--- src/design/fhw_pkg.sv ---
// Shared types and constants for the filter health watchdog.
// No dependencies; every other design file refers to this package by scoped names.
package fhw_pkg;

  // Width of the internal health counter
  localparam int HEALTH_WIDTH = 40;
  // Width of the reported health value
  localparam int OUT_HEALTH_W = 40;
  // Working width for health arithmetic, wide enough for a 48-bit time step
  localparam int CALC_W = ((HEALTH_WIDTH > 48) ? HEALTH_WIDTH : 48) + 2;

  localparam int TIME_W = 48;
  localparam int VEC_W = 32;
  localparam int LIMIT_W = 31;
  localparam int SQ_W = 2 * VEC_W;
  localparam int CFG_INDEX_W = 3;
  localparam int CFG_DATA_W = 32;

  // Item kinds
  localparam logic [2:0] KIND_TICK = 3'd0;
  localparam logic [2:0] KIND_VISION = 3'd1;
  localparam logic [2:0] KIND_MOCAP = 3'd2;
  localparam logic [2:0] KIND_ZERO_VEL = 3'd3;
  localparam logic [2:0] KIND_CHECK = 3'd4;

  // Checked quantities
  localparam logic [1:0] QTY_ACCEL_BIAS = 2'd0;
  localparam logic [1:0] QTY_GYRO_BIAS = 2'd1;
  localparam logic [1:0] QTY_POSITION = 2'd2;
  localparam logic [1:0] QTY_VELOCITY = 2'd3;

  // Register indexes
  localparam logic [CFG_INDEX_W-1:0] REG_MAX_HEALTH = 3'd0;
  localparam logic [CFG_INDEX_W-1:0] REG_VISION_INC = 3'd1;
  localparam logic [CFG_INDEX_W-1:0] REG_MOCAP_INC = 3'd2;
  localparam logic [CFG_INDEX_W-1:0] REG_ZERO_VEL_INC = 3'd3;
  localparam logic [CFG_INDEX_W-1:0] REG_POSITION_LIMIT = 3'd4;
  localparam logic [CFG_INDEX_W-1:0] REG_VELOCITY_LIMIT = 3'd5;

  // Register reset values
  localparam logic [31:0] MAX_HEALTH_RESET = 32'd1000000;
  localparam logic [31:0] INCREMENT_RESET = 32'd100000;
  localparam logic [LIMIT_W-1:0] POSITION_LIMIT_RESET = 31'd6553600;
  localparam logic [LIMIT_W-1:0] VELOCITY_LIMIT_RESET = 31'd655360;

  // Fixed limits, unsigned Q15.16 (2.5 and 1.0)
  localparam logic [LIMIT_W-1:0] ACCEL_LIMIT = 31'd163840;
  localparam logic [LIMIT_W-1:0] GYRO_LIMIT = 31'd65536;

  // Health forced by an invalid vision source, microseconds
  localparam int INVALID_HEALTH = -100000;

  typedef struct packed {
    logic [2:0] kind;
    logic [TIME_W-1:0] time_us;
    logic vision_invalid;
    logic [1:0] quantity;
    logic signed [VEC_W-1:0] vec_x;
    logic signed [VEC_W-1:0] vec_y;
    logic signed [VEC_W-1:0] vec_z;
  } item_t;

  typedef struct packed {
    logic signed [OUT_HEALTH_W-1:0] health_now;
    logic failed;
  } result_t;

  // Per-item status carried beside the lane products
  typedef struct packed {
    logic signed [OUT_HEALTH_W-1:0] health_now;
    logic health_fail;
    logic is_check;
  } meta_t;

endpackage

--- src/design/fhw_square_lane.sv ---
// One squaring lane: magnitude of a signed 32-bit word, squared into a register.
// Depends on fhw_pkg.
module fhw_square_lane (
  input  logic clk,
  input  logic en,
  input  logic [fhw_pkg::VEC_W-1:0] value,
  output logic [fhw_pkg::SQ_W-1:0] square
);

  logic [fhw_pkg::VEC_W-1:0] mag;

  // Take the magnitude; the most negative word maps to 2^31
  assign mag = value[fhw_pkg::VEC_W-1] ? (~value + 1'b1) : value;

  // Register the product
  always_ff @(posedge clk) begin
    if (en) square <= mag * mag;
  end

endmodule

--- config.mk ---
export PLATFORM = sky130hd
export DESIGN_NAME = fhw_square_lane
export DESIGN_NICKNAME = d
export VERILOG_FILES = /design/src/design/fhw_pkg.sv /design/src/design/fhw_square_lane.sv
export SDC_FILE = /design/constraint.sdc
export NUM_CORES = 2
export LEC_CHECK = 0
export BUFFER_PORTS_ARGS = -buffer_cell sky130_fd_sc_hd__buf_4
export CAP_MARGIN = 0
export CORE_MARGIN = 2
export CORE_UTILIZATION = 30
export DETAILED_ROUTE_END_ITERATION = 8
export PLACE_DENSITY = 0.44
export SLEW_MARGIN = 20
export SYNTH_ARGS = -nofsm -noshare
export SYNTH_HDL_FRONTEND = slang
export SYNTH_SLANG_ARGS = --single-unit
export TNS_END_PERCENT = 10
--- constraint.sdc ---
create_clock -name clk -period 11.4 [get_ports clk]
set_input_delay 1.14 -clock clk [delete_from_list [all_inputs] [get_ports clk]]
set_output_delay 1.14 -clock clk [all_outputs]
set_load 0.1 [all_outputs]
==> metrics.md <==
| Metric | Value |
|---|---|
| DP Worst Slack | roughly 0.0050 ns |
| Initial Utilization | between 30% and 40% |
| Grt met2 use | 34.1% |
| Ant diodes | 0 |
| Most common cell in the netlist | inv_1 |
| Register area share after synthesis | around 6.1% |
| Htree depth | 3 |
| Worst path top cell family by delay | adder cells |
| Antenna viol nets, final | 0 |
| Syn. warnings | 0 |
| Global routing's busiest layer | met2 |
| Crit-path max cell delay | ~0.57 ns |
| Die area | 106000 µm² |
| Largest family of logic cells by synthesized area | adder cells |
| DR vias | 21800 |
| Ys async rst share | 0% |
| Share of cells above drive strength 1 | 8.13% |
| Max Cap Violations | 0 |
| Number of DRC violations after detailed-routing iteration 0 | 1224 |
| Register Area | about 1900 µm² |
| Crit path DAT | about 11 ns |
| Worst hold start | en |
| Root Buffer | clkbuf_16 |
| Final worst slack | between 0.5 and 0.6 ns |
| Total global-route track usage | between 10% and 20% |
| WL per Instance | 20.4 µm |
| CTS tree | yes |
| CP max FO | 10 |
| Initial antenna violation count | 7 |
| Min-delay worst type | primary input to flip-flop |
| Post-Route WL | roughly 100000 µm |
| Port buffer count | 96 |
| CORE AREA | approximately 100000 µm² |
| Flops & latches, synth | 63 |
| Crit end category | flip-flop |
| NumNets Final | around 4600 |
| Worst path bufs/invs | 6 |
| Area contributors post-synth | fa_1 51%, inv_1 12%, ha_1 11%, edfxtp_1 6.1%, nor2_1 3.5% |
| Boundary pin count | 98 |
| Fin. max-slew vios | 0 |
| Fmax | 91.8 MHz |
| Max Root-Sink Buffers | 2 |
| Post-Synth XOR/XNOR Area | between 3 and 4% |
| Met1 usage | between 20% and 30% |
| Avg Cell Area, Syn | 9.42 µm² |
| DRC errors left | 0 |
| Post-Place Cells | approximately 4800 |
| Die W | 326 µm |
| Global-route wire length before repair | between 150000 and 200000 µm |
| Slowest-stage cell, CP | or4_1 |
| Multi-input gate area in the final layout | between 20000 and 30000 µm² |
| Core Util, Final | between 30% and 40% |
| Grt ovf | 0 |
| Synthesized instance count | approximately 3300 |
| Post-synth top area share | about half |
| Post-synthesis adder-cell area fraction | 62.6% |
| Status | finished, final reports clean |
| CP startpoint | value[2] |
| Met3 GRT Util | about 2.6% |
| Hpwl dp | 85800 µm |
| Total CTS buffers | 9 |
| Cts hold-fix bufs | 0 |
| Largest regs | square: 63 flops |
| Part of the cycle the worst path needs | a little over nine tenths |
| Largest net degree at the start of global routing | 57 |
| Post-synthesis cell area | slightly above 30000 µm² |
| RePlAce Congestion | 0.858 |
| Fillers | approximately 11000 |
| DR pass1 iterations | 5 |
| Largest area contributor in the netlist | fa_1 |
| Largest reg by FF count | square |
| Crit Path Category | primary input to flip-flop |
| Fin. Hold Viols | 0 |
| Vias in the first global route | 24100 |
| Die Ht | roughly 330 µm |
| Synth Area in Compound Gates | approximately 5.2% |
| Post-synthesis mux area share | less than 1% |
| Netlist cell types | 65 |
| Setup bufs post-CTS | 0 |
| Area grow syn2layout | 11.2% |
| Slew margin rel. | approximately 27% |
| Finish-stage setup viols | 0 |
| Final min period | between 10 and 15 ns |
| Most numerous cell on the critical path | fa_1 |
| Worst Path Required | between 10 and 15 ns |
| Final TNS setup | 0 ns |
| Worst-Margin Slew | about 1.1 ns |
| Number of flops mapped to enable cells by yosys | 63 |
| CTS clk-pin slew, worst paths | around 0.06 ns |
| Post-route insts no fill | between 4000 and 5000 |
| Post-Synth Simple-Gate Area | a little under a tenth |
| Synth cell count leaders | 997 x inv_1, 795 x fa_1, 286 x nor2_1 |
| CP Launch Type | primary input |
| Largest register FFs | 63 |
| Predominant post-synthesis flop cell | edfxtp_1 |
| # clock sinks | 63 |
| Row count | between 100 and 150 |
| RSZ-0062 raised after global routing | no |
| DR vias/cell | between 4 and 5 |
[metal layers]
layer	part of all wire [%]	wire length, µm
met1	42	41600
met2	52	51100
met3	4.2	4200
met4	1.8	1800
met5	0.097	96
[worst paths after layout]
| path | to | depth (start not counted) |
|---|---|---|
| worst max-delay path | square[55] | 31 |
| worst min-delay path | square[61] | 1 |
[cell usage in the layout, fill, tap and decap left out, types with 4 or more instances in the layout]
cell       netlist  final
a211oi_1         5      5
a21boi_0         4      4
a21o_1          48     48
a21oi_1         73     73
a31o_2           5      5
a31oi_1          5      5
a41oi_1          4      4
and2_1           6      6
and3_1          11     11
buf_4            1    215
clkbuf_16        0      9
clkinv_1         6      6
conb_1           2     27
edfxtp_1        63     63
fa_1           795    795
ha_1           283    283
inv_1          997    996
inv_2            5      6
nand2_1        283    283
nand2b_1         4      4
nand3_1         16     16
nand3b_1         4      4
nand4_1         18     18
nor2_1         286    286
nor2b_1         10     10
nor3_1           9      9
o21a_1           9      8
o21ai_0         53     52
o21bai_1        10     10
o31ai_1          9      9
o41ai_1          4      4
or3_1            4      4
or4_1            5      5
xnor2_1         61     50
xnor2_2          1     11
xor2_1          58     49
xor2_2           1     10
[through the flow]
| stage | cell area, µm² | hold slack (ns) |
|---|---|---|
| 3_3_place_gp | 34300 | 1.44 |
| 2_1_floorplan | 31200 | 1.24 |
| 6_report | 34600 | 1.08 |
| 3_5_place_dp | 34300 | 1.44 |
| 4_1_cts | 34600 | 1.06 |
| 5_1_grt | 34600 | 1.07 |
[cell families after synthesis]
family | Yosys count
fa+ha+maj | 1078
compound gates | 249
buf+inv | 1110
mux | 2
simple gates | 676
other cells | 2
xor+xnor | 121
flops | 63
[cell type report]
class / instances / area share (%)
Tap cell: 1380 / 4.99
Multi-Input combinational cell: 2153 / 73.1
Sequential cell: 63 / 5.47
Clock buffer: 10 / 0.662
Inverter: 1009 / 11.0
Timing Repair Buffer: 215 / 4.67
Clock inverter: 6 / 0.109
[what timing repair did]
item                       CTS  global route
hold endpoints to repair     0             0
gates resized for setup      0             1
setup endpoints to repair    0             2
Power is left out: the tool's default activity adds up to more than one toggle a clock period on the data nets, which glitch-free logic cannot reach.
