===== src/design/fhw_pkg.sv =====
// Shared types and constants for the filter health watchdog.
// No dependencies; every other design file refers to this package by scoped names.
package fhw_pkg;

  // Width of the internal health counter
  localparam int HEALTH_WIDTH = 40;
  // Width of the reported health value
  localparam int OUT_HEALTH_W = 40;
  // Working width for health arithmetic, wide enough for a 48-bit time step
  localparam int CALC_W = ((HEALTH_WIDTH > 48) ? HEALTH_WIDTH : 48) + 2;

  localparam int TIME_W = 48;
  localparam int VEC_W = 32;
  localparam int LIMIT_W = 31;
  localparam int SQ_W = 2 * VEC_W;
  localparam int CFG_INDEX_W = 3;
  localparam int CFG_DATA_W = 32;

  // Item kinds
  localparam logic [2:0] KIND_TICK = 3'd0;
  localparam logic [2:0] KIND_VISION = 3'd1;
  localparam logic [2:0] KIND_MOCAP = 3'd2;
  localparam logic [2:0] KIND_ZERO_VEL = 3'd3;
  localparam logic [2:0] KIND_CHECK = 3'd4;

  // Checked quantities
  localparam logic [1:0] QTY_ACCEL_BIAS = 2'd0;
  localparam logic [1:0] QTY_GYRO_BIAS = 2'd1;
  localparam logic [1:0] QTY_POSITION = 2'd2;
  localparam logic [1:0] QTY_VELOCITY = 2'd3;

  // Register indexes
  localparam logic [CFG_INDEX_W-1:0] REG_MAX_HEALTH = 3'd0;
  localparam logic [CFG_INDEX_W-1:0] REG_VISION_INC = 3'd1;
  localparam logic [CFG_INDEX_W-1:0] REG_MOCAP_INC = 3'd2;
  localparam logic [CFG_INDEX_W-1:0] REG_ZERO_VEL_INC = 3'd3;
  localparam logic [CFG_INDEX_W-1:0] REG_POSITION_LIMIT = 3'd4;
  localparam logic [CFG_INDEX_W-1:0] REG_VELOCITY_LIMIT = 3'd5;

  // Register reset values
  localparam logic [31:0] MAX_HEALTH_RESET = 32'd1000000;
  localparam logic [31:0] INCREMENT_RESET = 32'd100000;
  localparam logic [LIMIT_W-1:0] POSITION_LIMIT_RESET = 31'd6553600;
  localparam logic [LIMIT_W-1:0] VELOCITY_LIMIT_RESET = 31'd655360;

  // Fixed limits, unsigned Q15.16 (2.5 and 1.0)
  localparam logic [LIMIT_W-1:0] ACCEL_LIMIT = 31'd163840;
  localparam logic [LIMIT_W-1:0] GYRO_LIMIT = 31'd65536;

  // Health forced by an invalid vision source, microseconds
  localparam int INVALID_HEALTH = -100000;

  typedef struct packed {
    logic [2:0] kind;
    logic [TIME_W-1:0] time_us;
    logic vision_invalid;
    logic [1:0] quantity;
    logic signed [VEC_W-1:0] vec_x;
    logic signed [VEC_W-1:0] vec_y;
    logic signed [VEC_W-1:0] vec_z;
  } item_t;

  typedef struct packed {
    logic signed [OUT_HEALTH_W-1:0] health_now;
    logic failed;
  } result_t;

  // Per-item status carried beside the lane products
  typedef struct packed {
    logic signed [OUT_HEALTH_W-1:0] health_now;
    logic health_fail;
    logic is_check;
  } meta_t;

endpackage


===== src/design/fhw_merge.sv =====
// Merge stage: sums the lane squares, compares with the squared limit, forms the result.
// Depends on fhw_pkg.
module fhw_merge (
  input  logic clk,
  input  logic load_stage1,
  input  logic load_stage2,
  input  fhw_pkg::meta_t meta_in,
  input  logic [fhw_pkg::SQ_W-1:0] sq_x,
  input  logic [fhw_pkg::SQ_W-1:0] sq_y,
  input  logic [fhw_pkg::SQ_W-1:0] sq_z,
  input  logic [fhw_pkg::SQ_W-1:0] sq_limit,
  output fhw_pkg::result_t result
);

  localparam int SUM_W = fhw_pkg::SQ_W + 2;

  fhw_pkg::meta_t meta;
  logic [SUM_W-1:0] norm_sq;
  logic over_limit;

  // Hold status beside the lane products
  always_ff @(posedge clk) begin
    if (load_stage1) meta <= meta_in;
  end

  assign norm_sq = SUM_W'(sq_x) + SUM_W'(sq_y) + SUM_W'(sq_z);
  assign over_limit = meta.is_check && (norm_sq > SUM_W'(sq_limit));

  // Register the result transaction
  always_ff @(posedge clk) begin
    if (load_stage2) begin
      result.health_now <= meta.health_now;
      result.failed <= meta.health_fail | over_limit;
    end
  end

endmodule


===== config.mk =====
export PLATFORM = sky130hd
export DESIGN_NAME = fhw_merge
export DESIGN_NICKNAME = d
export VERILOG_FILES = /design/src/design/fhw_pkg.sv /design/src/design/fhw_merge.sv
export SDC_FILE = /design/constraint.sdc
export NUM_CORES = 1
export LEC_CHECK = 0
export ABC_AREA = 0
export BUFFER_PORTS_ARGS = -buffer_cell sky130_fd_sc_hd__clkbuf_2
export CAP_MARGIN = 20
export CORE_UTILIZATION = 52
export CTS_BUF_LIST = sky130_fd_sc_hd__clkbuf_4 sky130_fd_sc_hd__clkbuf_8
export CTS_CLUSTER_DIAMETER = 200
export DETAILED_ROUTE_END_ITERATION = 10
export GPL_TIMING_DRIVEN = 0
export PLACE_DENSITY = 0.87
export SYNTH_ARGS = -nofsm -noshare
export SYNTH_HDL_FRONTEND = slang
export SYNTH_SLANG_ARGS = --single-unit
export TNS_END_PERCENT = 50

===== constraint.sdc =====
create_clock -name clk -period 5.8 [get_ports clk]
set_clock_uncertainty 0.1 [all_clocks]
set_input_delay 0.29 -clock clk [delete_from_list [all_inputs] [get_ports clk]]
set_output_delay 0.29 -clock clk [all_outputs]
set_load 0.01 [all_outputs]

==> results of run 1 <==
==> path summary, 6_finish.rpt <==
kind / start / end / cells past startpoint
setup / recovery: sq_x[1] / result[0] / 24
hold / removal: meta_in[1] / meta[1] / 1
setup reg to reg: meta[1] / result[0] / 5
hold reg to reg: meta[41] / result[40] / 0
==> final cells by class <==
| cell class | count | area [µm²] | share of cell area |
|---|---|---|---|
| Timing Repair Buffer | 353 | 1840 | 0.161 |
| Buffer | 22 | 85.1 | 0.00744 |
| Sequential cell | 83 | 2490 | 0.218 |
| Antenna cell | 1 | 2.50 | 0.000219 |
| Clock buffer | 12 | 146 | 0.0128 |
| Tap cell | 220 | 275 | 0.0241 |
| Inverter | 76 | 285 | 0.0249 |
| Clock inverter | 4 | 27.5 | 0.00241 |
| Multi-Input combinational cell | 729 | 6280 | 0.549 |
==> power by group <==
group	internal, W	leakage (nW)	switching (W)
Sequential	0.000713	0.812	0.0000124
Combinational	0.000777	4.66	0.00104
Clock	0.000169	0.0829	0.000196
Total	0.00166	5.56	0.00125
==> through the flow <==
stage,utilization,instance area (µm²),std cells
floorplan,-,9090,910
global placement,0.658,11100,1471
detailed placement,0.658,11100,1471
CTS,0.669,11300,1487
global route,0.680,11400,1500
finish,0.680,11400,1500
==> Yosys cell counts (all sizes together), types with 5 or more instances <==
cell type	instances
o31ai	5
o21bai	10
nor3	12
a21oi	97
inv	76
o221ai	5
nand4	26
ha	127
nand2	68
a211oi	11
nor2	43
o21a	8
a21o	42
nand3	17
fa	65
a31oi	8
a41oi	7
clkbuf	19
xnor2	36
and3	7
o21ai	45
edfxtp	83
xor2	25
and2	6
==> layout by cell type (no fill, tap or decap), types with 25 or more instances in the layout <==
cell,netlist,routed
nand2_1,68,68
a21oi_1,96,95
nor2_1,43,43
inv_1,76,76
xnor2_1,36,36
clkbuf_2,0,341
xor2_1,25,25
fa_1,65,65
ha_1,127,126
edfxtp_1,83,83
a21o_1,42,42
o21ai_0,37,37
nand4_1,26,26
==> sequential cells by signal, indices dropped and copies added (netlist names) <==
register  flops
meta         42
result       41
==> cells by family after synthesis <==
logic type               synth area share
XOR/XNOR                           0.0588
buffers and inverters              0.0407
AND/OR/NAND/NOR                     0.108
AO/OA/AOI/OAI                       0.198
adder cells (fa/ha/maj)             0.318
flip-flops                          0.274
multiplexers                      0.00220
==> worst reg2reg max path: stages, from the launching register on <==
cell and delay, ps:
edfxtp_1 460, a211oi_1 220, o21ai_0 110, nor3b_1 190, a31oi_1 170, o22a_1 220
==> routing by layer <==
layer  GRT usage  part of all wire  vias to the layer above
li1            -                 -                     4096
met1       0.321              0.39                     3973
met2       0.522              0.52                      374
met3      0.0401             0.060                       67
met4      0.0949             0.035                        0
met5           0                 0                        -
==> repair_timing <==
action                     4_1_cts  5_1_grt
gates resized for setup          2        8
setup endpoints to repair        1        1
pin swaps                        0        3
hold endpoints to repair         0       10
setup buffers                    0        1
hold buffers                     0       10
==> results.md, run 1 <==
* Worst-path fanout max at 4
* Post-DP HPWL at 21900 µm
* I/O pins at approximately 340
* DR DRC count at 0
* Critical path arrival at 5590 ps
* Starting Density at 0.541
* Syn_nets at about 1400
* H-tree levels at 3
* Crit path buf inv count at 2
* Core area at 16800 µm²
* FMAX at 179 MHz
* GPL Wtd Cong at 0.923
* Number of global-route vias before repair at 8591
* Top cell type by total area after synthesis: edfxtp_1
* Post-synthesis sequential area ratio at 0.274
* Vias at between 8000 and 9000
* Pre-CTS setup slack at -447 ps
* Slew Viols, Final at 0
* CTS Buffer Depth at 2
* Hold WS at 14.9 ps
* Synthesized flop and latch total at 83
* Antenna violations before repair at 1
* Share of post-route cells with drive strength above 1 at 0.300
* Status: finished, final reports clean
* Die X at 134 µm
* CTS tree: built
* Req. time, crit path at 5800 ps
* Clock slew at reported path FFs at 80 ps
* DR WL/cell at 17.0 µm
* TritonRoute pass-1 iters at 4
* Clock sink count at 83
* Max Cap Violations at 0
* Ys flop type: edfxtp_1
* Cell Chain, Critical Path: clkbuf_2, fa_1, ha_2, fa_1, a21o_1, a31oi_2, o221ai_2, o2111ai_1, o311a_1, o21ba_2, o21ai_1, a21bo_1, xor2_1, ha_1, nand4_1, nor4_2, inv_1, nor3_2, nand2_1, nor3_1, mux2i_1, nor2_1, a31oi_1, o22a_1
* DR vias/cell at 5.67
* Total power at 0.00291 W
* Final nets at 1767
* Post-Syn Instances at 910
* Worst min path class: in2reg
* Clock Latency Late Sink at between 300 and 400 ps
* CP Class: in2reg
* Post-DRT Antenna Nets at 0
* CP top delay family: compound AO/OA/AOI/OAI gates
* Least-Margin Pin Slew at 1100 ps
* Synthesis-to-finish area growth at 25.8%
* 1st-iter DRT viols at 444
* CP Capture Type: flop
* EDFF count, synth at 83
* Port buffer count at 341
* Die area at 18000 µm²
* Die Height at 134 µm
* Pleak at 5.56 nW
* CTS buffer count at 9
* Largest net degree at the start of global routing at 43
* Synth async-reset ratio at 0
* Post-Route Setup TNS at 0 ps
* Most frequent CP cell: fa_1
* Root Buffer: clkbuf_8
* Total Routed Length at 25400 µm
* CP peak stage delay at 540 ps
* Synth top area cells: edfxtp_1 27%, ha_1 17%, fa_1 14%
* Pwr/cell area at 254 nW/µm²
* Crit path launch type: input port
* Library cells used by synthesis at 65
* Fin crit share at 0.964
* Mapped Area at 9090 µm²
* Syn avg cell area at 9.99 µm²
* Total grt overflow at 0
* Yosys top cell area share at 0.274
* Number of fill cells at 1330
* Final setup vio count at 0
* Peak supply drop at ~0.14 mV
* Placement row count at 47
* Fin crit period at 5590 ps
* R2r setup slk at ~4100 ps
* Max-slew headroom at 0.264
* Final WS setup at between 200 and 250 ps
* First-pass GRT wire length at a little under 40000 µm
* Yosys warning total at 0
* GRT Overall Usage at 0.278
* Final hold violation count at 0
* Slowest CP cell: fa_1
(Power assumes the default switching activity.)
==> run 2: changes to the inputs <==
--- a/config.mk
+++ b/config.mk
@@ -12,8 +12,7 @@
 export CTS_BUF_LIST = sky130_fd_sc_hd__clkbuf_4 sky130_fd_sc_hd__clkbuf_8
 export CTS_CLUSTER_DIAMETER = 200
 export DETAILED_ROUTE_END_ITERATION = 10
-export GPL_TIMING_DRIVEN = 0
-export PLACE_DENSITY = 0.87
+export PLACE_DENSITY_LB_ADDON = 0.08
 export SYNTH_ARGS = -nofsm -noshare
 export SYNTH_HDL_FRONTEND = slang
 export SYNTH_SLANG_ARGS = --single-unit
==> results.md, run 2 (synthesized netlist as in run 1, its figures left out) <==
* Critical path arrival at 5380 ps (-210 ps)
* Die X at 134 µm (unchanged)
* DR WL/cell at 16.5 µm (-2.8%)
* 1st-iter DRT viols at 517 (+16%)
* Worst-path fanout max at 3 (-1)
* RSZ-0062 raised after global routing: false
* TritonRoute pass-1 iters at 4 (unchanged)
* Antenna cells at 0 (-1)
* Core area at 16800 µm² (unchanged)
* Post-CTS setup buffers at 0 (unchanged)
* Root Buffer: clkbuf_8
* Area post-placement at 11000 µm² (-0.57%)
* CP Class: in2reg
* Largest net degree at the start of global routing at 43 (unchanged)
* Clock sink count at 83 (unchanged)
* Final nets at 1741 (-1.5%)
* Vias at 8144 (-4.3%)
* CTS buffer count at 9 (unchanged)
* Clock Latency Late Sink at 340 ps (about the same)
* Post-DP HPWL at 21400 µm (-2.3%)
* Crit path launch type: input port
* CP Capture Type: flop
* CTS Buffer Depth at 2 (unchanged)
* GRT Overall Usage at 0.270 (-0.00779)
* Post-Route Setup TNS at 0 ps (unchanged)
* Antenna violations before repair at 0 (-1)
* Fin crit share at 0.929 (-0.0354)
* Share of post-route cells with drive strength above 1 at 0.299 (-0.000953)
* Most flop-heavy register: meta
* Peak supply drop at 0.269 mV (+96%)
* DR vias/cell at 5.53 (-2.5%)
* Biggest regs: meta: 42 flops, result: 41 flops
* Final Cell Area at 11300 µm² (-1.4%)
* First-pass GRT wire length at 38500 µm (-2.9%)
* FMAX at 186 MHz (+3.8%)
* Total Routed Length at 24300 µm (-4.5%)
* H-tree levels at 3 (unchanged)
* I/O pins at 342 (unchanged)
* Commonest non-fill, non-tap cells in the layout: 341 x clkbuf_2, 127 x ha_1, 96 x a21oi_1
* Placement row count at 47 (unchanged)
* Fin crit period at 5390 ps (-205 ps)
* Least-Margin Pin Slew at 1060 ps (-44.3 ps)
* CTS tree: built
* Status: finished, final reports clean
* Port buffer count at 341 (unchanged)
* Die Height at 134 µm (unchanged)
* Hold WS at 19.3 ps (+4.39 ps)
* Worst min path class: in2reg
* DR DRC count at 0 (unchanged)
* Clock slew at reported path FFs at 80 ps (about the same)
* Max-slew headroom at 0.294 (+0.0296)
* Max Cap Violations at 0 (unchanged)
* Post-DRT Antenna Nets at 0 (unchanged)
* Most common cell after layout, fill and taps aside: clkbuf_2
* Final hold violation count at 0 (unchanged)
* Die area at 18000 µm² (unchanged)
* Synthesis-to-finish area growth at 24.0%
* Pwr/cell area at 258 nW/µm² (+1.5%)
* Number of fill cells at 1359 (+2.2%)
* Pleak at 5.50 nW (-0.92%)
* Slew Viols, Final at 0 (unchanged)
* Starting Density at 0.541 (unchanged)
* GPL Wtd Cong at 0.948 (+2.8%)
* Total grt overflow at 0 (unchanged)
* Max reg flops at 42 (unchanged)
* Req. time, crit path at 5800 ps (about the same)
* Final setup vio count at 0 (unchanged)
* Number of global-route vias before repair at 8059 (-6.2%)
## run 2: per-layer routing
metal | track usage | wire length, µm | vias to the layer above
li1 | - | - | 4025
met1 | 0.344 | 10200 | 3717
met2 | 0.471 | 11700 | 360
met3 | 0.0476 | 1840 | 42
met4 | 0.0737 | 605 | 0
met5 | 0 | 0 | -
## run 2: path summary, 6_finish.rpt
kind         cells past startpoint  slack (ps)   startpoint        end
max                             23         410      sq_x[1]  result[0]
max reg2reg                      5        4180      meta[1]  result[0]
min reg2reg                      0         320      meta[8]  result[7]
min                              1          20  meta_in[36]   meta[36]
## run 2: critical path: stages
cell,delay [ps]
clkbuf_2,100
fa_1,490
ha_1,250
fa_1,410
a21o_1,220
a31oi_1,230
o21a_1,180
o211ai_1,160
o31ai_1,380
a21oi_1,220
o31ai_4,390
o31ai_1,180
a41oi_1,260
xnor2_1,150
ha_1,260
a211oi_1,240
nor2_1,70
o21ai_0,140
nand2b_1,70
a21oi_1,180
nor3b_1,220
a31oi_1,110
o22a_1,180
## run 2: metrics by stage
stage	power (W)	setup slack, ps	util	std cells
2_1_floorplan	0.00199	774	-	910
3_3_place_gp	0.00247	144	0.655	1452
3_5_place_dp	0.00248	1.81	0.655	1452
4_1_cts	0.00289	340	0.667	1468
5_1_grt	0.00316	47.7	0.671	1473
6_report	0.00291	414	0.671	1473
## run 2: area by class of cell
type,instances,area [µm²],share of cell area
repair buffers,349,1780,0.158
clock inverters,7,76.3,0.00677
well taps,220,275,0.0244
flip-flops and latches,83,2490,0.221
multi-input cells,729,6240,0.554
clock buffers,9,124,0.0110
inverters,76,285,0.0253
## run 2: where the power goes
group	internal, W	switching [W]
logic	0.000772	0.00101
clock network	0.000200	0.000204
registers	0.000713	0.0000111
total	0.00169	0.00122
## run 2: what timing repair did
item                       4_1_cts  5_1_grt
hold endpoints to repair         0        5
resized for setup                0        2
setup endpoints to repair        0        1
hold buffers                     0        5
