[config.mk]
export PLATFORM = sky130hd
export DESIGN_NAME = fhw_health
export DESIGN_NICKNAME = d
export VERILOG_FILES = /design/src/design/fhw_pkg.sv /design/src/design/fhw_health.sv
export SDC_FILE = /design/constraint.sdc
export NUM_CORES = 1
export LEC_CHECK = 0
export BUFFER_PORTS_ARGS = -buffer_cell sky130_fd_sc_hd__buf_2
export CAP_MARGIN = 30
export CORE_MARGIN = 1.5
export CORE_UTILIZATION = 45
export CTS_BUF_LIST = sky130_fd_sc_hd__clkbuf_8 sky130_fd_sc_hd__clkbuf_16
export DETAILED_ROUTE_END_ITERATION = 12
export HOLD_SLACK_MARGIN = 0.06
export PLACE_DENSITY = 0.66
export SLEW_MARGIN = 30
export SYNTH_ARGS = -nofsm -noshare
export SYNTH_HDL_FRONTEND = slang
export SYNTH_SLANG_ARGS = --single-unit
[constraint.sdc]
create_clock -name clk -period 29.4 [get_ports clk]
set_input_delay 8.82 -clock clk [delete_from_list [all_inputs] [get_ports clk]]
set_output_delay 8.82 -clock clk [all_outputs]
set_load 0.01 [all_outputs]
[src/design/fhw_pkg.sv]
// Shared types and constants for the filter health watchdog.
// No dependencies; every other design file refers to this package by scoped names.
package fhw_pkg;

  // Width of the internal health counter
  localparam int HEALTH_WIDTH = 40;
  // Width of the reported health value
  localparam int OUT_HEALTH_W = 40;
  // Working width for health arithmetic, wide enough for a 48-bit time step
  localparam int CALC_W = ((HEALTH_WIDTH > 48) ? HEALTH_WIDTH : 48) + 2;

  localparam int TIME_W = 48;
  localparam int VEC_W = 32;
  localparam int LIMIT_W = 31;
  localparam int SQ_W = 2 * VEC_W;
  localparam int CFG_INDEX_W = 3;
  localparam int CFG_DATA_W = 32;

  // Item kinds
  localparam logic [2:0] KIND_TICK = 3'd0;
  localparam logic [2:0] KIND_VISION = 3'd1;
  localparam logic [2:0] KIND_MOCAP = 3'd2;
  localparam logic [2:0] KIND_ZERO_VEL = 3'd3;
  localparam logic [2:0] KIND_CHECK = 3'd4;

  // Checked quantities
  localparam logic [1:0] QTY_ACCEL_BIAS = 2'd0;
  localparam logic [1:0] QTY_GYRO_BIAS = 2'd1;
  localparam logic [1:0] QTY_POSITION = 2'd2;
  localparam logic [1:0] QTY_VELOCITY = 2'd3;

  // Register indexes
  localparam logic [CFG_INDEX_W-1:0] REG_MAX_HEALTH = 3'd0;
  localparam logic [CFG_INDEX_W-1:0] REG_VISION_INC = 3'd1;
  localparam logic [CFG_INDEX_W-1:0] REG_MOCAP_INC = 3'd2;
  localparam logic [CFG_INDEX_W-1:0] REG_ZERO_VEL_INC = 3'd3;
  localparam logic [CFG_INDEX_W-1:0] REG_POSITION_LIMIT = 3'd4;
  localparam logic [CFG_INDEX_W-1:0] REG_VELOCITY_LIMIT = 3'd5;

  // Register reset values
  localparam logic [31:0] MAX_HEALTH_RESET = 32'd1000000;
  localparam logic [31:0] INCREMENT_RESET = 32'd100000;
  localparam logic [LIMIT_W-1:0] POSITION_LIMIT_RESET = 31'd6553600;
  localparam logic [LIMIT_W-1:0] VELOCITY_LIMIT_RESET = 31'd655360;

  // Fixed limits, unsigned Q15.16 (2.5 and 1.0)
  localparam logic [LIMIT_W-1:0] ACCEL_LIMIT = 31'd163840;
  localparam logic [LIMIT_W-1:0] GYRO_LIMIT = 31'd65536;

  // Health forced by an invalid vision source, microseconds
  localparam int INVALID_HEALTH = -100000;

  typedef struct packed {
    logic [2:0] kind;
    logic [TIME_W-1:0] time_us;
    logic vision_invalid;
    logic [1:0] quantity;
    logic signed [VEC_W-1:0] vec_x;
    logic signed [VEC_W-1:0] vec_y;
    logic signed [VEC_W-1:0] vec_z;
  } item_t;

  typedef struct packed {
    logic signed [OUT_HEALTH_W-1:0] health_now;
    logic failed;
  } result_t;

  // Per-item status carried beside the lane products
  typedef struct packed {
    logic signed [OUT_HEALTH_W-1:0] health_now;
    logic health_fail;
    logic is_check;
  } meta_t;

endpackage

[src/design/fhw_health.sv]
// Health counter, tick bookkeeping and configuration registers.
// Depends on fhw_pkg.
module fhw_health (
  input  logic clk,
  input  logic rst,
  input  logic accept,
  input  fhw_pkg::item_t item,
  input  logic cfg_write,
  input  logic [fhw_pkg::CFG_INDEX_W-1:0] cfg_index,
  input  logic [fhw_pkg::CFG_DATA_W-1:0] cfg_data,
  output fhw_pkg::meta_t meta,
  output logic [fhw_pkg::VEC_W-1:0] limit
);

  localparam int HW = fhw_pkg::HEALTH_WIDTH;
  localparam int CW = fhw_pkg::CALC_W;
  localparam int OW = fhw_pkg::OUT_HEALTH_W;

  localparam logic signed [CW-1:0] HMIN_EXT = {{(CW-HW+1){1'b1}}, {(HW-1){1'b0}}};
  localparam logic signed [CW-1:0] OMIN_EXT = {{(CW-OW+1){1'b1}}, {(OW-1){1'b0}}};
  localparam logic signed [CW-1:0] OMAX_EXT = {{(CW-OW+1){1'b0}}, {(OW-1){1'b1}}};
  localparam logic signed [CW-1:0] INVALID_EXT = CW'(fhw_pkg::INVALID_HEALTH);

  logic signed [HW-1:0] health;
  logic [fhw_pkg::TIME_W-1:0] last_tick;
  logic have_tick;

  logic [31:0] max_health;
  logic [31:0] vision_inc;
  logic [31:0] mocap_inc;
  logic [31:0] zero_vel_inc;
  logic [fhw_pkg::LIMIT_W-1:0] position_limit;
  logic [fhw_pkg::LIMIT_W-1:0] velocity_limit;

  logic signed [CW-1:0] health_ext;
  logic [fhw_pkg::TIME_W-1:0] delta;
  logic signed [CW-1:0] tick_diff;
  logic [31:0] inc;
  logic signed [CW-1:0] top_ext;
  logic signed [CW-1:0] inc_ext;
  logic signed [CW-1:0] health_next_ext;
  logic signed [CW-1:0] clip_ext;
  logic signed [HW-1:0] health_next;
  logic [fhw_pkg::TIME_W-1:0] last_tick_next;
  logic have_tick_next;
  logic [fhw_pkg::LIMIT_W-1:0] limit_sel;

  assign health_ext = CW'(health);
  assign delta = item.time_us - last_tick;
  assign tick_diff = health_ext - $signed({{(CW-fhw_pkg::TIME_W){1'b0}}, delta});
  assign top_ext = $signed({{(CW-32){1'b0}}, max_health});
  assign inc_ext = $signed({{(CW-32){1'b0}}, inc});

  // Pick the increment for this update kind
  always_comb begin
    case (item.kind)
      fhw_pkg::KIND_VISION:   inc = vision_inc;
      fhw_pkg::KIND_MOCAP:    inc = mocap_inc;
      default:                inc = zero_vel_inc;
    endcase
  end

  // Compute the next health and tick state
  always_comb begin
    health_next_ext = health_ext;
    last_tick_next = last_tick;
    have_tick_next = have_tick;
    case (item.kind) inside
      fhw_pkg::KIND_TICK: begin
        if (!have_tick) begin
          last_tick_next = item.time_us;
          have_tick_next = 1'b1;
        end else if (item.time_us >= last_tick) begin
          health_next_ext = (tick_diff < HMIN_EXT) ? HMIN_EXT : tick_diff;
          last_tick_next = item.time_us;
        end
      end
      fhw_pkg::KIND_VISION: begin
        if (item.vision_invalid) begin
          if (health_ext > 0) health_next_ext = INVALID_EXT;
        end else if (health_ext > top_ext - inc_ext) begin
          health_next_ext = top_ext;
        end else begin
          health_next_ext = health_ext + inc_ext;
        end
      end
      fhw_pkg::KIND_MOCAP, fhw_pkg::KIND_ZERO_VEL: begin
        if (health_ext > top_ext - inc_ext) health_next_ext = top_ext;
        else health_next_ext = health_ext + inc_ext;
      end
      default: ;
    endcase
  end

  assign health_next = health_next_ext[HW-1:0];

  // Clip the reported value to the output range
  always_comb begin
    if (health_next_ext > OMAX_EXT) clip_ext = OMAX_EXT;
    else if (health_next_ext < OMIN_EXT) clip_ext = OMIN_EXT;
    else clip_ext = health_next_ext;
  end

  assign meta.health_now = clip_ext[OW-1:0];
  assign meta.health_fail = health_next[HW-1];
  assign meta.is_check = (item.kind == fhw_pkg::KIND_CHECK);

  // Select the norm limit of the checked quantity
  always_comb begin
    case (item.quantity)
      fhw_pkg::QTY_ACCEL_BIAS: limit_sel = fhw_pkg::ACCEL_LIMIT;
      fhw_pkg::QTY_GYRO_BIAS:  limit_sel = fhw_pkg::GYRO_LIMIT;
      fhw_pkg::QTY_POSITION:   limit_sel = position_limit;
      default:                 limit_sel = velocity_limit;
    endcase
  end

  assign limit = {1'b0, limit_sel};

  // Hold health state; advance on each accepted transaction
  always_ff @(posedge clk) begin
    if (rst) begin
      health <= '0;
      last_tick <= '0;
      have_tick <= 1'b0;
    end else if (accept) begin
      health <= health_next;
      last_tick <= last_tick_next;
      have_tick <= have_tick_next;
    end
  end

  // Configuration registers; indexes past the list are dropped
  always_ff @(posedge clk) begin
    if (rst) begin
      max_health <= fhw_pkg::MAX_HEALTH_RESET;
      vision_inc <= fhw_pkg::INCREMENT_RESET;
      mocap_inc <= fhw_pkg::INCREMENT_RESET;
      zero_vel_inc <= fhw_pkg::INCREMENT_RESET;
      position_limit <= fhw_pkg::POSITION_LIMIT_RESET;
      velocity_limit <= fhw_pkg::VELOCITY_LIMIT_RESET;
    end else if (cfg_write) begin
      unique case (cfg_index)
        fhw_pkg::REG_MAX_HEALTH:     max_health <= cfg_data;
        fhw_pkg::REG_VISION_INC:     vision_inc <= cfg_data;
        fhw_pkg::REG_MOCAP_INC:      mocap_inc <= cfg_data;
        fhw_pkg::REG_ZERO_VEL_INC:   zero_vel_inc <= cfg_data;
        fhw_pkg::REG_POSITION_LIMIT: position_limit <= cfg_data[fhw_pkg::LIMIT_W-1:0];
        fhw_pkg::REG_VELOCITY_LIMIT: velocity_limit <= cfg_data[fhw_pkg::LIMIT_W-1:0];
        default: ;
      endcase
    end
  end

endmodule

==> results.toml, run 1 <==
[worst_setup_path]
cp_slowest_cell = "o221a_4"
r2r_end = "health[9]"
crit_family = "compound AO/OA/AOI/OAI gates"
cp.required_ps = 20580
endpoint_kind = "output pin"
path_common_cell = "nand3_1"
r2r_cells = 29
rr_startpoint = "last_tick[8]"
cp.arrival_ps = 18350
worst_setup_path_start_kind = "input pin"
r2r_setup_slack_ps = 20710
cpPeakStageDelay_ps = 690
worst-path-buf-inv = 5
worstPathMaxFanout = 39
critical_path_class = "input pin to output pin"
cp.depth = 36

[clock_network]
worst_skew_pair.late_latency_ps = 560
htreeDepth = 2
clock_sinks = 279
cts_setup_buffers = 0
clockRootBuffer = "clkbuf_16"
cts.repair.resized = 0
cts.reportedPaths.clkPinSlew_ps = 60
cts_tree = "done"
cts_buffer_depth = 3
numCtsBuffers = 35
cts_hold_buf = 0

[drt]
drt-vias-per-instance = 5.91
wl_per_cell_um = 18.6
vias = 22753
drtAntennaViolNets = 0
routed_wl_um = 71800
dr.pass1.iters = 6
drt_iter0_markers = 1821
drt_drc_violations_left = 0

[yosys]
synth_seq_cells = 279
ys.warnings.count = 0
synth.distinct_cells = 88
synth_fp_nets = 3488
yosys-top-cells-area = "dfxtp_1, ha_1, nand2_1"
syn_area_mm2 = 0.0229
synthTopCellsByCount = "nand2_1, a21oi_1, dfxtp_1"
synth.yosys.seq_area_share_pct = 24.4
synth_top_area_share_pct = 24.4
synth.largest_area_cell = "dfxtp_1"
async_reset_ff_share_pct = 0
synth_edf_count = 0
synth_flop_cell = "dfxtp_1"
synth.most_common_cell = "nand2_1"
synth_area_per_cell_um2 = 7.41
syn_inst = 3093

[sta]
period_needed_ps = 27170
tightest_slew_ps = 989
finalHoldViolCount = 0
relSlewSlack_pct = 34.1
tns_ps = 0
fmax_mhz = 36.8
finalCritPeriodShare_pct = 92.4
skew_ps = 23.6
rsz0062_at_grt = "false"
hold_ws_ps = 449
finalMaxSlewViolations = 0
setup_violations = 0

[final_layout]
regArea_mm2 = 0.00559
nFillCells = 4924
drive_above_1_share_pct = 9.95
fin_util_pct = 50.6
final_cells = 3850
fin_area_mm2 = 0.0254
area_growth_pct = 10.7
fin_nets = 3549
multi_input_area_mm2 = 0.0162

[floorplan]
die_area_mm2 = 0.0523
die_height_um = 229
initial_core_util_pct = 45.7
coreArea_mm2 = 0.0502
rows = 82
ios = 263
dieWidth_um = 229

[power_and_ir_drop]
leakagePower_nw = 10.8
power_frac_clock_pct = 33.9
p_comb_share_pct = 34.6
p_int_w = 0.000822
netSwitchingPower_w = 0.000470
ir_drop_v = 0.0000467
seq_power_share_pct = 31.6
switching_share_pct = 36.4
cellPowerDensity_mw_per_mm2 = 50.9

[grt]
antenna_found_initial = 2
grt_max_degree = 104
overflow = 0
grt_pass1_wl_um = 114000
grt_usage_pct = 26.6
grt_pass1_vias = 21452

[status]
status = "finished clean"

[place]
port_buffers = 165
place_inst = 3788
gp_congestion = 0.921
place_area_mm2 = 0.0242
dpl.hpwl_um = 53500

[hold_path]
min_to = "zero_vel_inc[4]"
hp-class = "flip-flop to flip-flop"
hold_path_startpoint = "zero_vel_inc[4]"
whs_path_depth = 2

[job]
drv_cap = 0
## how the worst max path moves through the flow
stage,startpoint,end,slack [ps]
2_1_floorplan,item[148],meta[39],4790
3_3_place_gp,item[149],meta[20],2110
3_5_place_dp,item[149],meta[20],2080
4_1_cts,item[149],meta[20],2060
5_1_grt,item[149],meta[21],1660
6_report,item[149],meta[21],2230
## layer usage
layer	vias up	global-route usage (%)	wire length [um]
li1	11204	-	-
met1	10688	36.6	33200
met2	737	42.5	32300
met3	122	3.49	4060
met4	2	9.44	2250
met5	-	0	12
## worst min-delay path, cell delays in order (launching register included)
cell     delay, ps
dfxtp_1        300
nand2_1         50
a21oi_1         50
## stage by stage
| stage | worst slack [ps] | power (W) |
|---|---|---|
| after floorplan | 4790 | 0.000730 |
| after global placement | 2110 | 0.000844 |
| after detailed placement | 2080 | 0.000852 |
| after CTS | 2060 | 0.00129 |
| after global routing | 1660 | 0.00136 |
| final | 2230 | 0.00129 |
## cell usage in the layout, fill, tap and decap left out, types with 16 or more instances in the layout
cell type and count:
nor3_1 44, o22ai_2 18, a31oi_1 16, or3_1 20, buf_2 164, a221o_1 42, xnor2_1 71, nand2b_1 40
o211ai_1 23, nand2_1 516, a21oi_1 366, o31ai_1 16, nand3b_1 31, o21a_1 34, dfxtp_1 279, nand3_1 46
xor2_1 56, clkbuf_16 35, and2_1 42, ha_1 202, a211oi_1 33, o21bai_1 20, a21o_1 89, nor2b_1 55
mux2i_1 90, nor2_1 214, nor4_1 20, o22ai_1 33, buf_4 24, nand4_1 33, o21ai_0 126, inv_1 148
## cells by family (layout without fill, tap and decap cells)
logic type	Yosys count	count (layout)	share of synthesized area [%]
compound gates	952	952	27.3
xor+xnor	127	127	4.85
fa+ha+maj	206	206	11.4
buf+inv	309	392	5.28
flops	279	279	24.4
mux	98	98	4.32
other cells	1	3	0.0164
simple gates	1121	1121	22.5
## state kept, by name, indices dropped and copies added (netlist names)
signal	count
zero_vel_inc	32
velocity_limit	31
have_tick	1
health	40
position_limit	31
max_health	32
mocap_inc	32
vision_inc	32
last_tick	48
## power by group through the flow
stage,sequential (W),clock [W],combinational (W)
2_1_floorplan,0.000407,0,0.000322
3_3_place_gp,0.000414,0,0.000430
3_5_place_dp,0.000415,0,0.000437
4_1_cts,0.000407,0.000445,0.000440
5_1_grt,0.000409,0.000461,0.000490
6_report,0.000407,0.000437,0.000447
## layout make-up
type	count	area share [%]
well taps	672	3.31
inverters	141	2.09
diodes	2	0.0197
multi-input cells	2505	63.8
clock buffers	41	3.78
repair buffers	192	4.20
flip-flops and latches	279	22.0
clock inverters	18	0.764
(Power assumes the default switching activity.)
==> run 2, diff against run 1 <==
==> constraint.sdc (replaced) <==
create_clock -name clk -period 29.4 [get_ports clk]
set_input_delay 1.47 -clock clk [delete_from_list [all_inputs] [get_ports clk]]
set_output_delay 1.47 -clock clk [all_outputs]
set_load 0.01 [all_outputs]
==> results.toml, run 2 (synthesized netlist as in run 1, its figures left out) <==
[status]
status = "finished clean"

[sta]
finalHoldViolCount = 0
fmax_mhz = 73.2
period_needed_ps = 13660
finalCritPeriodShare_pct = 46.5
finalMaxSlewViolations = 0
relSlewSlack_pct = 34.3
setup_violations = 0
rsz0062_at_grt = "false"
tns_ps = 0
tightest_slew_ps = 986
skew_ps = 20.6

[clock_network]
clockRootBuffer = "clkbuf_16"
cts.repair.resized = 0
cts_buffer_depth = 3
cts_hold_buf = 0
cts.reportedPaths.clkPinSlew_ps = 50
htreeDepth = 2
clock_sinks = 279
numCtsBuffers = 36
cts_setup_buffers = 0
cts_tree = "done"
worst_skew_pair.late_latency_ps = 570

[worst_setup_path]
worstPathMaxFanout = 70
r2r_setup_slack_ps = 20620
critical_path_class = "input pin to output pin"
crit_family = "compound AO/OA/AOI/OAI gates"
cp.arrival_ps = 12190
endpoint_kind = "output pin"
cpPeakStageDelay_ps = 770
cp.required_ps = 27930
cp_slowest_cell = "a211o_2"
worst-path-buf-inv = 6
worst_setup_path_start_kind = "input pin"
path_common_cell = "nand3_1"

[power_and_ir_drop]
cellPowerDensity_mw_per_mm2 = 51.8
ir_drop_v = 0.0000366
finalPower_w = 0.00132
leakagePower_nw = 10.8

[floorplan]
coreArea_mm2 = 0.0502
ios = 263
dieWidth_um = 229
rows = 82
die_height_um = 229
initial_core_util_pct = 45.7
die_area_mm2 = 0.0523

[final_layout]
fin_nets = 3548
layout_commonest_cell = "nand2_1"
multi_input_area_mm2 = 0.0162
area_growth_pct = 10.9
largest_reg_flops = 48
layout_common_cells = "nand2_1, a21oi_1, dfxtp_1"
regArea_mm2 = 0.00559
drive_above_1_share_pct = 9.92
nFillCells = 4887
reg.largest.list = "last_tick: 48 flops, health: 40 flops"
top_register = "last_tick"

[hold_path]
hp-class = "flip-flop to flip-flop"

[place]
gp_congestion = 0.920
dpl.hpwl_um = 53800
port_buffers = 165

[drt]
drt_drc_violations_left = 0
vias = 22799
routed_wl_um = 71900
drt_iter0_markers = 2079
dr.pass1.iters = 7
drtAntennaViolNets = 0
drt-vias-per-instance = 5.92
wl_per_cell_um = 18.7

[grt]
antenna_found_initial = 2
grt_pass1_wl_um = 114000
grt_max_degree = 109
grt_pass1_vias = 21550
grt_usage_pct = 26.6
overflow = 0

[job]
drv_cap = 0
## run 2: cell count changes in the layout (fill, tap and decap cells not counted), moves of 2 or more
cell / previous run / this run
clkinv_2: 4 / 1
clkbuf_8: 7 / 9
inv_6: 2 / 0
clkinvlp_4: 0 / 2
clkbuf_16: 35 / 37
## run 2: where the power goes
group | leakage (nW) | switching (W) | internal [W]
clock network | 0.636 | 0.000179 | 0.000285
logic | 7.94 | 0.000275 | 0.000170
registers | 2.26 | 0.0000172 | 0.000390
total | 10.8 | 0.000472 | 0.000846
## run 2: cell type report
class,instances,share of cell area (%)
well taps,672,3.31
clock buffers,45,4.07
repair buffers,190,4.04
multi-input cells,2505,63.7
diodes,1,0.00984
clock inverters,17,0.827
flip-flops and latches,279,22.0
inverters,141,2.08
## run 2: layer usage
metal	routed length (um)	track usage [%]	vias up	part of all wire, %
li1	-	-	11188	-
met4	2520	10.6	2	3.5
met5	12	0	-	0.017
met3	4270	3.34	145	5.9
met2	32500	43.1	783	45
met1	32600	35.7	10681	45
## run 2: worst register-to-register path: cells and delay by family (launching register included)
kind	cells	cell delay, ps
xor+xnor	1	240
buf+inv	2	400
compound gates	19	5120
flops	1	370
fa+ha+maj	3	1190
simple gates	5	1350
## run 2: path summary, 6_finish.rpt
path                                       from         endpoint  cells past startpoint
worst max-delay path                  item[149]         meta[16]                     37
worst min-delay path            zero_vel_inc[1]  zero_vel_inc[1]                      2
worst max register to register     last_tick[1]       health[34]                     30
worst min register to register  zero_vel_inc[1]  zero_vel_inc[1]                      2
## run 2: stage by stage
| step | area (um^2) | util, % | hold slack, ps | std cells | setup slack, ps |
|---|---|---|---|---|---|
| 3_3_place_gp | 24200 | 48.1 | 438 | 3787 | 15630 |
| 6_report | 25400 | 50.7 | 450 | 3850 | 15740 |
| 4_1_cts | 25400 | 50.6 | 450 | 3849 | 15550 |
| 5_1_grt | 25400 | 50.7 | 465 | 3850 | 15200 |
| 3_5_place_dp | 24200 | 48.2 | 442 | 3787 | 15580 |
| 2_1_floorplan | 22900 | - | 432 | 3093 | 19490 |
